### config.mk
export PLATFORM = sky130hd
export DESIGN_NAME = stream_source_priority_arbiter
export DESIGN_NICKNAME = d
export VERILOG_FILES = /design/src/rtl/ssp_arb_pkg.sv /design/src/rtl/stream_source_priority_arbiter.sv /design/src/rtl/ssp_arb_table.sv
export SDC_FILE = /design/constraint.sdc
export NUM_CORES = 2
export LEC_CHECK = 0
export ABC_AREA = 1
export BUFFER_PORTS_ARGS = -buffer_cell sky130_fd_sc_hd__buf_4
export CAP_MARGIN = 20
export CORE_MARGIN = 2
export CORE_UTILIZATION = 53
export DETAILED_ROUTE_END_ITERATION = 6
export PLACE_DENSITY = 0.67
export SLEW_MARGIN = 30
export SYNTH_ARGS = -nofsm -noshare
export SYNTH_HDL_FRONTEND = slang
export SYNTH_SLANG_ARGS = --single-unit
### constraint.sdc
create_clock -name clk -period 16.2 [get_ports clk]
set_input_delay 4.05 -clock clk [delete_from_list [all_inputs] [get_ports clk]]
set_output_delay 4.05 -clock clk [all_outputs]
set_load 0.1 [all_outputs]
### src/rtl/ssp_arb_pkg.sv
// shared types and constants for the source priority arbiter
package ssp_arb_pkg;

  localparam int SourceSlotsDefault = 4;
  localparam logic [15:0] TimeoutReset = 16'd2500;
  localparam logic [15:0] HoldReset = 16'd2500;
  localparam logic [7:0] PriorityMax = 8'd255;

  typedef enum logic [3:0] {
    KIND_ACCEPT       = 4'd0,
    KIND_DROP_LOW     = 4'd1,
    KIND_DROP_EXCEED  = 4'd2,
    KIND_DROP_HOLD    = 4'd3,
    KIND_TERMINATED   = 4'd4,
    KIND_TERM_UNKNOWN = 4'd5,
    KIND_LOST_PRIO    = 4'd6,
    KIND_LOST_TIMEOUT = 4'd7,
    KIND_TICK_DONE    = 4'd8
  } kind_t;

  typedef enum logic [0:0] {
    REG_TIMEOUT = 1'b0,
    REG_HOLD    = 1'b1
  } reg_idx_t;

  typedef enum logic [5:0] {
    ST_IDLE  = 6'b000001,
    ST_READ  = 6'b000010,
    ST_SCAN  = 6'b000100,
    ST_DEC   = 6'b001000,
    ST_EMIT  = 6'b010000,
    ST_MARKS = 6'b100000
  } state_t;

  // slot record held in the table memory
  typedef struct packed {
    logic        valid;
    logic [63:0] id_hi;
    logic [63:0] id_lo;
    logic [7:0]  prio;
    logic [15:0] timer;
  } entry_t;

endpackage

### src/rtl/stream_source_priority_arbiter.sv
// top level of the source priority arbiter
//
// start with busy low takes one beat: a packet (req_type 0) or a tick
// (req_type 1). results come out on result_kind, slot, slot_id_high,
// slot_id_low, new_source and notify_exceeded, one beat per cycle marked by
// done; last marks the final beat of an item. the receiver cannot stall.
// slot state lives in a one-port-read table memory; the items are worked
// one at a time: a packet scan reads each slot once, then the packet
// writes at most one slot; a tick walks every slot with a read, modify
// and write pass. a packet below the low mark is answered on the next
// cycle and leaves busy low. busy stays high until the last beat and,
// unless a packet is dropped after its scan, a final pass that
// recomputes the low and high marks from the table. reset clears control
// state and walks the table to invalidate every slot, with busy held
// high. configuration is taken on the APB port at 0 (source timeout)
// and 4 (hold ticks); the user must write it only between items, as the
// block itself does not enforce it.
module stream_source_priority_arbiter import ssp_arb_pkg::*; #(
  parameter int SourceSlots = SourceSlotsDefault,
  localparam int AW = (SourceSlots > 1) ? $clog2(SourceSlots) : 1,
  localparam int CW = $clog2(SourceSlots + 1)
) (
  input  logic        clk,
  input  logic        rst,
  input  logic        start,
  output logic        busy,
  input  logic        req_type,
  input  logic [63:0] source_id_high,
  input  logic [63:0] source_id_low,
  input  logic [7:0]  priority_req,
  input  logic        terminate,
  output logic        done,
  output logic [3:0]  result_kind,
  output logic [3:0]  slot,
  output logic [63:0] slot_id_high,
  output logic [63:0] slot_id_low,
  output logic        new_source,
  output logic        notify_exceeded,
  output logic        last,
  input  logic        psel,
  input  logic        penable,
  input  logic        pwrite,
  input  logic [2:0]  paddr,
  input  logic [31:0] pwdata,
  output logic [31:0] prdata,
  output logic        pready
);

  state_t state;
  logic [15:0] timeout_ticks, hold_ticks, hold_timer;
  logic [7:0] low_mark, high_mark;
  logic clearing;

  logic        r_term;
  logic [63:0] r_hi, r_lo;
  logic [7:0]  r_pri;

  logic [CW-1:0] idx;
  logic [AW-1:0] rd_idx;
  logic          rd_pend;

  logic mine_f, free_f;
  logic [AW-1:0] mine_s, free_s, lo_s;
  logic [7:0] lo_p, hi_p;
  entry_t lo_e;

  logic [7:0] m_hi, m_lo;
  logic m_free;

  logic          we;
  logic [AW-1:0] waddr, raddr;
  entry_t        wdata, rdata;

  ssp_arb_table #(.SourceSlots(SourceSlots)) u_table (
    .clk, .we, .waddr, .wdata, .raddr, .rdata
  );

  assign pready = 1'b1;
  assign busy = (state != ST_IDLE) || clearing;

  logic cfg_wr;
  assign cfg_wr = psel && penable && pwrite;

  always_comb begin
    unique case (reg_idx_t'(paddr[2]))
      REG_TIMEOUT: prdata = {16'd0, timeout_ticks};
      REG_HOLD:    prdata = {16'd0, hold_ticks};
      default:     prdata = '0;
    endcase
  end

  logic last_idx;
  assign last_idx = (idx == CW'(SourceSlots - 1));
  assign raddr = idx[AW-1:0];
  logic id_eq;
  assign id_eq = (rdata.id_hi == r_hi) && (rdata.id_lo == r_lo);

  logic [15:0] tdec;
  assign tdec = (rdata.timer != 16'd0) ? rdata.timer - 16'd1 : 16'd0;

  // decision values
  logic [AW-1:0] tgt;
  logic tgt_ok, fresh, evict;
  logic [15:0] hold_after;
  always_comb begin
    tgt = mine_s; tgt_ok = 1'b0; fresh = 1'b0; evict = 1'b0;
    hold_after = hold_timer;
    if (!r_term && r_pri >= low_mark) begin
      priority if (mine_f) begin
        tgt_ok = 1'b1;
      end else if (free_f) begin
        tgt = free_s; tgt_ok = 1'b1; fresh = 1'b1;
      end else if (r_pri > lo_p) begin
        tgt = lo_s; tgt_ok = 1'b1; fresh = 1'b1; evict = 1'b1;
      end else if (r_pri >= hi_p) begin
        hold_after = hold_ticks;
      end
    end
  end

  logic emit2;

  always_ff @(posedge clk) begin
    done <= 1'b0;
    we <= 1'b0;
    if (rst) begin
      state <= ST_IDLE;
      timeout_ticks <= TimeoutReset;
      hold_ticks <= HoldReset;
      hold_timer <= '0;
      low_mark <= '0;
      high_mark <= '0;
      clearing <= 1'b1;
      idx <= '0;
      rd_pend <= 1'b0;
      emit2 <= 1'b0;
      last <= 1'b0;
    end else begin
      if (cfg_wr) begin
        unique case (reg_idx_t'(paddr[2]))
          REG_TIMEOUT: timeout_ticks <= pwdata[15:0];
          REG_HOLD:    hold_ticks <= pwdata[15:0];
          default: ;
        endcase
      end
      if (clearing) begin
        we <= 1'b1;
        waddr <= idx[AW-1:0];
        wdata <= '0;
        idx <= last_idx ? '0 : idx + CW'(1);
        if (last_idx) clearing <= 1'b0;
      end else begin
        unique case (state)
          ST_IDLE: begin
            if (start) begin
              r_term <= terminate;
              r_hi <= source_id_high; r_lo <= source_id_low;
              r_pri <= priority_req;
              idx <= '0;
              rd_pend <= 1'b0;
              if (!req_type && priority_req < low_mark) begin
                done <= 1'b1; last <= 1'b1;
                result_kind <= KIND_DROP_LOW; slot <= '0;
                slot_id_high <= source_id_high; slot_id_low <= source_id_low;
                new_source <= 1'b0; notify_exceeded <= 1'b0;
              end else begin
                mine_f <= 1'b0; free_f <= 1'b0;
                lo_p <= PriorityMax; hi_p <= '0; lo_s <= '0;
                state <= req_type ? ST_DEC : ST_SCAN;
              end
            end
          end
          ST_SCAN: begin
            // idx addresses the read, rdata returns the previous slot
            rd_pend <= 1'b1;
            rd_idx <= idx[AW-1:0];
            if (rd_pend) begin
              if (!rdata.valid) begin
                if (!free_f) begin free_f <= 1'b1; free_s <= rd_idx; end
              end else if (id_eq) begin
                if (!mine_f) begin mine_f <= 1'b1; mine_s <= rd_idx; end
              end else begin
                if (rdata.prio < lo_p) begin
                  lo_p <= rdata.prio; lo_s <= rd_idx; lo_e <= rdata;
                end
                if (rdata.prio > hi_p) hi_p <= rdata.prio;
              end
            end
            if (rd_pend && rd_idx == AW'(SourceSlots - 1)) begin
              state <= ST_EMIT; rd_pend <= 1'b0; emit2 <= 1'b0;
            end else if (!last_idx) begin
              idx <= idx + CW'(1);
            end
          end
          ST_EMIT: begin
            done <= 1'b1;
            new_source <= 1'b0; notify_exceeded <= 1'b0;
            slot_id_high <= r_hi; slot_id_low <= r_lo; slot <= '0;
            last <= 1'b1;
            state <= ST_MARKS; idx <= '0;
            m_hi <= '0; m_lo <= PriorityMax; m_free <= 1'b0;
            if (r_term) begin
              if (mine_f) begin
                result_kind <= KIND_TERMINATED; slot <= 4'(mine_s);
                we <= 1'b1; waddr <= mine_s; wdata <= '0;
              end else begin
                result_kind <= KIND_TERM_UNKNOWN;
              end
            end else if (evict && !emit2) begin
              result_kind <= KIND_LOST_PRIO; slot <= 4'(lo_s);
              slot_id_high <= lo_e.id_hi; slot_id_low <= lo_e.id_lo;
              last <= 1'b0; emit2 <= 1'b1; state <= ST_EMIT;
            end else if (tgt_ok) begin
              result_kind <= (hold_timer != 0) ? KIND_DROP_HOLD : KIND_ACCEPT;
              slot <= 4'(tgt); new_source <= fresh;
              we <= 1'b1; waddr <= tgt;
              wdata <= '{valid: 1'b1, id_hi: r_hi, id_lo: r_lo, prio: r_pri,
                         timer: timeout_ticks};
            end else if (r_pri < hi_p) begin
              result_kind <= KIND_DROP_LOW;
            end else begin
              result_kind <= KIND_DROP_EXCEED;
              notify_exceeded <= (hold_timer == 0);
              hold_timer <= hold_after;
              state <= ST_IDLE;
            end
            if (!r_term && !tgt_ok) state <= ST_IDLE;
          end
          ST_DEC: begin
            // tick pass: read, age, write back, report releases
            rd_pend <= 1'b1;
            rd_idx <= idx[AW-1:0];
            if (rd_pend && rdata.valid) begin
              we <= 1'b1; waddr <= rd_idx;
              wdata <= rdata;
              wdata.timer <= tdec;
              if (tdec == 16'd0) begin
                wdata.valid <= 1'b0; wdata.prio <= '0;
                done <= 1'b1; last <= 1'b0;
                result_kind <= KIND_LOST_TIMEOUT; slot <= 4'(rd_idx);
                slot_id_high <= rdata.id_hi; slot_id_low <= rdata.id_lo;
                new_source <= 1'b0; notify_exceeded <= 1'b0;
              end
            end
            if (rd_pend && rd_idx == AW'(SourceSlots - 1)) begin
              state <= ST_READ; rd_pend <= 1'b0;
            end else if (!last_idx) begin
              idx <= idx + CW'(1);
            end
          end
          ST_READ: begin
            done <= 1'b1; last <= 1'b1;
            result_kind <= KIND_TICK_DONE; slot <= '0;
            slot_id_high <= '0; slot_id_low <= '0;
            new_source <= 1'b0; notify_exceeded <= 1'b0;
            if (hold_timer != 0) hold_timer <= hold_timer - 16'd1;
            state <= ST_MARKS; idx <= '0;
            m_hi <= '0; m_lo <= PriorityMax; m_free <= 1'b0;
          end
          ST_MARKS: begin
            rd_pend <= 1'b1;
            rd_idx <= idx[AW-1:0];
            if (rd_pend) begin
              if (!rdata.valid) m_free <= 1'b1;
              else begin
                if (rdata.prio > m_hi) m_hi <= rdata.prio;
                if (rdata.prio < m_lo) m_lo <= rdata.prio;
              end
            end
            if (rd_pend && rd_idx == AW'(SourceSlots - 1)) begin
              high_mark <= (rdata.valid && rdata.prio > m_hi) ? rdata.prio : m_hi;
              low_mark <= (m_free || !rdata.valid) ? 8'd0 :
                          ((rdata.prio < m_lo) ? rdata.prio : m_lo);
              state <= ST_IDLE; rd_pend <= 1'b0;
            end else if (!last_idx) begin
              idx <= idx + CW'(1);
            end
          end
          default: state <= ST_IDLE;
        endcase
      end
    end
  end

endmodule

### src/rtl/ssp_arb_table.sv
// slot table memory, one write port and one registered read port with write forwarding
module ssp_arb_table import ssp_arb_pkg::*; #(
  parameter int SourceSlots = SourceSlotsDefault,
  localparam int AW = (SourceSlots > 1) ? $clog2(SourceSlots) : 1
) (
  input  logic          clk,
  input  logic          we,
  input  logic [AW-1:0] waddr,
  input  entry_t        wdata,
  input  logic [AW-1:0] raddr,
  output entry_t        rdata
);

  entry_t mem [SourceSlots];

  always_ff @(posedge clk) begin
    if (we) begin
      mem[waddr] <= wdata;
    end
    // a read of the entry being written returns the new data
    if (we && waddr == raddr) begin
      rdata <= wdata;
    end else begin
      rdata <= mem[raddr];
    end
  end

endmodule
; Yosys cells after proc, flatten, opt, wreduce, memory -nomap -nowiden
; Memories as Yosys holds them, arrays and structs flattened. A register that Yosys moved wholly into a read port is not among the register bits.
; Index checks and enable logic that the tools add are counted.
[classes]
n_eq_ne = 47
n_reduce_logical = 53
magnitude_cmp = 8
bitwise = 7
addsub = 3
n_mux = 170
[op_table]
columns = operator, count
row1 = two-way mux 64 bit, 12
row2 = two-way mux 153 bit, 5
row3 = one-hot mux 64 bit (4 select lines), 2
row4 = one-hot mux 153 bit (2 select lines), 1
row5 = two-way mux 16 bit, 11
row6 = two-way mux 8 bit, 17
row7 = == test 64 bit, 2
row8 = one-hot mux 32 bit (2 select lines), 1
row9 = two-way mux 6 bit, 10
row10 = "!= test 2 bit, second input constant", 27
row11 = two-way mux 1 bit, 52
row12 = one-hot mux 8 bit (2 select lines), 3
row13 = two-way mux 2 bit, 22
row14 = two-way mux 4 bit, 11
row15 = one-hot mux 6 bit (6 select lines), 1
row16 = zero test 16 bit, 2
row17 = < comparator 8 bit, 4
row18 = one-hot mux 16 bit (2 select lines), 1
row19 = one-hot mux 4 bit (4 select lines), 2
row20 = nonzero test 16 bit, 2
row21 = "subtractor 16 x 1 -> 16 bit, second input constant", 2
row22 = AND reduction 7 bit, 4
row23 = AND reduction 6 bit, 4
row24 = two-way mux 3 bit, 6
row25 = other kinds (36), 84
[totals]
memories = 1
ff_bits = 664
mem_bits_rw = 612
elab_cells = 329
in_bits = 179
[memory_table]
columns = name, words, word_bits, read_ports, rd_ports_with_merged_regs, write_ports, line
row1 = u_table.mem, 4, 153, 1, 1, 1, ssp_arb_table.sv:14  ; entry_t mem [SourceSlots];

; Depth between registers and ports, before layout
[depth]
depth_word = 11
ltp_mapped = 21

; Modules after synthesis
; Synthesis repeated with hierarchy kept, for this count alone.
[hier_totals]
cells_unflattened = 5441
hier_area_um2 = 56609.3
[modules_own_cells]
columns = module, cells_each, n_inst, area_per_inst_um2
row1 = stream_source_priority_arbiter, 3035, 1, 30839.6
row2 = ssp_arb_table, 2406, 1, 25769.7

; Worst setup path after synthesis
; Ideal clock, no wire load.
[synth_timing]
path_kind = input to register
start = in rst
end = reg waddr[0] (enable)
setup_slack_ps = 3554
path_stages = 3
t_arrival_ps = 11925
path_cell_list = clkbuf_1 -> clkbuf_1 -> a21oi_1
[synth_between]
elab_chain_len = 2
[synth_rtl]
columns = item, line
row1 = "start, declared", stream_source_priority_arbiter.sv:24  ; input logic rst,
row2 = NOT 1 bit (no line), -
row3 = AND reduction 6 bit (no line), -
row4 = "end signal, assigned", stream_source_priority_arbiter.sv:148  ; waddr <= idx[AW-1:0];
row5 = "end, declared", stream_source_priority_arbiter.sv:71  ; logic [AW-1:0] waddr, raddr;
; No other way between the ends.
; A chain may end at the register's enable or synchronous reset.

; Worst setup path in the final report
[layout_timing]
start = in paddr[2]
end = out prdata[15]
[layout_between]
elab_chain_len = 2
[layout_rtl]
columns = item, line
row1 = "start, declared", stream_source_priority_arbiter.sv:43  ; input logic [2:0] paddr,
row2 = NOT 1 bit (no line), -
row3 = one-hot mux 32 bit (2 select lines) *, stream_source_priority_arbiter.sv:85  ; unique case (reg_idx_t'(paddr[2]))
row4 = "end, declared", stream_source_priority_arbiter.sv:45  ; output logic [31:0] prdata,
; Mark *: on every way between the ends. The rest lies on a longest branch, timed or not. The select of a mux whose other input is x is not followed.

==> summary.md <==
| Metric | Value |
|---|---|
| Status | finished, final reports clean |
| Worst setup slack after layout | 6.84 ns |
| Antenna violations before repair | 7 |
| Post-synthesis cell count | just under 5k |
| Worst R2R Path Depth | 17 |
| Hpwl dp | roughly 85000 microns |
| Crit-path max FO | 22 |
| Reported max-cap violation count | 0 |
| Worst EP arrival | about 5.3 ns |
| Hold crit path type | reg2reg |
| Final worst path period need | 9.36 ns |
| Commonest non-fill, non-tap cell in the layout | nand2_1 |
| Largest net degree at the start of global routing | around 140 |
| Post-Place Cells | 6418 |
| # H-tree levels | 4 |
| Reg-to-reg slack, setup | about 10 ns |
| # IOs | about 350 |
| Initial Util | 0.535 |
| Setup_tns | 0 ns |
| Final Non-Filler Cells | roughly 6.7k |
| FF-to-FF End | lo_e[70] |
| Iter 0 DRT Violations | ~4.3k |
| Cell mode on critical path | buf_4 |
| Routed WL per cell | approximately 22 microns |
| First-pass GRT wire length | between 200000 and 250000 microns |
| Clk slew on worst S/H paths | 0.06 ns |
| Via count | roughly 38k |
| Sequential area share after synthesis | 0.689 |
| Synthesis-stage register bit count | 1276 |
| Crit Path Class | in2out |
| Area of the mapped netlist | 54600 sq um |
| Number of enable flip-flop cells after synthesis | 1203 |
| Num Clock Sinks | between 1k and 1.5k |
| Hold path startpoint | idx[0] |
| DIE AREA | roughly 110000 sq um |
| Distinct cells, synth | 52 |
| Top_reg_cell synth | edfxtp_1 |
| DRC | 0 |
| Crit-path slowest cell | inv_1 |
| Crit end category | output pin |
| Final GP Congestion | ~0.9 |
| Pwr Total | 9.30 mW |
| Clk Latency, worst-skew pair | around 0.76 ns |
| Via density | 5.66 |
| Num CTS Buffers | about 130 |
| Worst Path Required | approximately 12 ns |
| Port buffer count | roughly 320 |
| Final wirelength | ~150000 microns |
| Startpoint types | primary input |
| Slew @ Worst Pin | 1.01 ns |
| ANT nets after route | 0 |
| # rows | approximately 120 |
| Final Max Slew Viols | 0 |
| Hold-fix buffers at CTS | 0 |
| Die width | 325 microns |
| Slew HR | 0.323 |
| RSZ-0062 raised after global routing | false |
| Core Region | between 100000 and 150000 sq um |
| Vias in the first global route | around 37k |
| Clk buf depth | 3 |
| Area growth from synthesis to layout | 14.4% |
| Share of layout cells above drive strength 1 | 0.116 |
| Leakage power | 24.0 nW |
| Number of setup buffers added after CTS | 0 |
| Total grt overflow | 0 |
| Worst VDD drop | around 0.00013 V |
| Max Clk Rate | roughly 110 MHz |
| CP Buf/Inv Count | 3 |
| Hold path depth | 0 |
| Period utilization | 0.578 |
| CP Cell Sequence | buf_4, inv_1, nand2_1, o21ai_0, buf_4 |
| Final Util | 0.613 |
| CP max stage delay | ~0.47 ns |
| Power Dens Cells | between 100 and 150 nW/um^2 |
| GRT Overall Usage | 0.275 |
| Most frequent cells in the layout | nand2_1, edfxtp_1, nand3_1 |
| TritonCTS clock tree | built |
| Hold violation count in the final report | 0 |
| Setup violators final | 0 |
| Crit path max-delay family | buffers and inverters |
| Setup WS pre-CTS | between 6 and 7 ns |
| Post-CTS sizing | 0 |
| Yosys warnings | 0 |
| Die height | between 300 and 400 microns |
| Final Skew | slightly above 0.04 ns |
| Clk root buf | clkbuf_16 |
| TritonRoute pass-1 iters | 6 |
| Syn avg cell area | roughly 11 sq um |
| Fraction of registers with async set/reset | 0 |
| Final Net Count | roughly 5.4k |
## how the worst max path moves through the flow
stage	startpoint	to	slack, ns	cells past startpoint
3_5_place_dp	paddr[2]	prdata[15]	6.88	5
2_1_floorplan	rst	waddr[0]	3.55	3
3_3_place_gp	paddr[2]	prdata[15]	6.87	5
4_1_cts	paddr[2]	prdata[15]	6.82	5
6_report	paddr[2]	prdata[15]	6.84	5
5_1_grt	paddr[2]	prdata[13]	6.74	5
## worst register-to-register path: stages, from the launching register on
cell     delay [ns]
dfxtp_4        0.57
inv_8          0.79
buf_6          0.68
buf_4          0.90
nand2_1        0.19
nand3_1        0.11
nand2_1        0.10
xor2_1         0.57
nand3_1        0.19
nor3_1         0.22
nand2_1        0.08
nor2_1         0.34
nand2_1        0.12
nor2_2         0.24
nand2_1        0.13
nand3_1        0.18
nor2_4         0.15
buf_12         0.35
## synth_stat cells, drive strengths merged, types with 2 or more instances
master,number,area share
a22oi,17,0.0023
nor3,42,0.0039
xor2,98,0.016
xnor2,7,0.0011
or2,3,0.00034
conb,2,0.00014
o21a,2,0.00028
a32oi,8,0.0013
buf,133,0.016
o221ai,5,0.00080
a21oi,262,0.024
edfxtp,1203,0.66
nand3,445,0.041
o2111ai,40,0.0064
nand4,38,0.0046
dfxtp,73,0.027
nand2,1624,0.11
a211oi,8,0.0011
o22ai,3,0.00034
o211ai,4,0.00055
nor2,190,0.014
nor4,9,0.0015
clkbuf,112,0.0077
a31oi,28,0.0032
ha,58,0.013
o21ai,138,0.013
inv,356,0.025
nand3b,2,0.00028
## stage by stage
stage	hold slack, ns	area, sq um
global route	0.415	62400
global placement	0.383	57900
CTS	0.385	62400
detailed placement	0.395	58000
floorplan	0.377	54600
finish	0.378	62400
## where the power goes
part / internal [mW] / switching (mW) / leakage (nW)
Sequential: 4.03 / 0.149 / 11.7
Combinational: 0.517 / 1.52 / 10.1
Clock: 1.80 / 1.28 / 2.13
## registers in the layout, indices dropped and copies added, names as in the netlist, 8 cells and up, named ones only
register,count
lo_e,128
low_mark,8
hold_ticks,16
hi_p,8
timeout_ticks,16
u_table.mem,612
r_pri,8
r_hi,64
m_lo,8
lo_p,8
r_lo,64
hold_timer,16
slot_id_high,64
slot_id_low,64
wdata,153
## metal layers
metal | routed length [microns] | GRT usage
met2 | 70100 | 0.448
met5 | 56 | 0
met4 | 4730 | 0.104
met1 | 60000 | 0.373
met3 | 12400 | 0.0460
## cell type report
cell class	count	area, sq um
Multi-Input combinational cell	3055	14500
Tap cell	1368	1710
Clock buffer	158	3570
Inverter	357	1360
Timing Repair Buffer	363	2870
Clock inverter	84	835
Sequential cell	1276	37600
Fill cell	8056	39500
Antenna cell	3	7.51
## kinds of logic (layout without fill, tap and decap cells)
| kind of cell | after synthesis | in the layout | share of synthesized area |
|---|---|---|---|
| simple gates | 2354 | 2354 | 0.178 |
| xor+xnor | 105 | 105 | 0.0169 |
| fa+ha+maj | 58 | 58 | 0.0133 |
| buf+inv | 602 | 962 | 0.0488 |
| flops | 1276 | 1276 | 0.689 |
| other cells | 2 | 22 | 0.000138 |
| compound gates | 519 | 519 | 0.0537 |
Note: power is estimated with default switching activity, not from simulation.
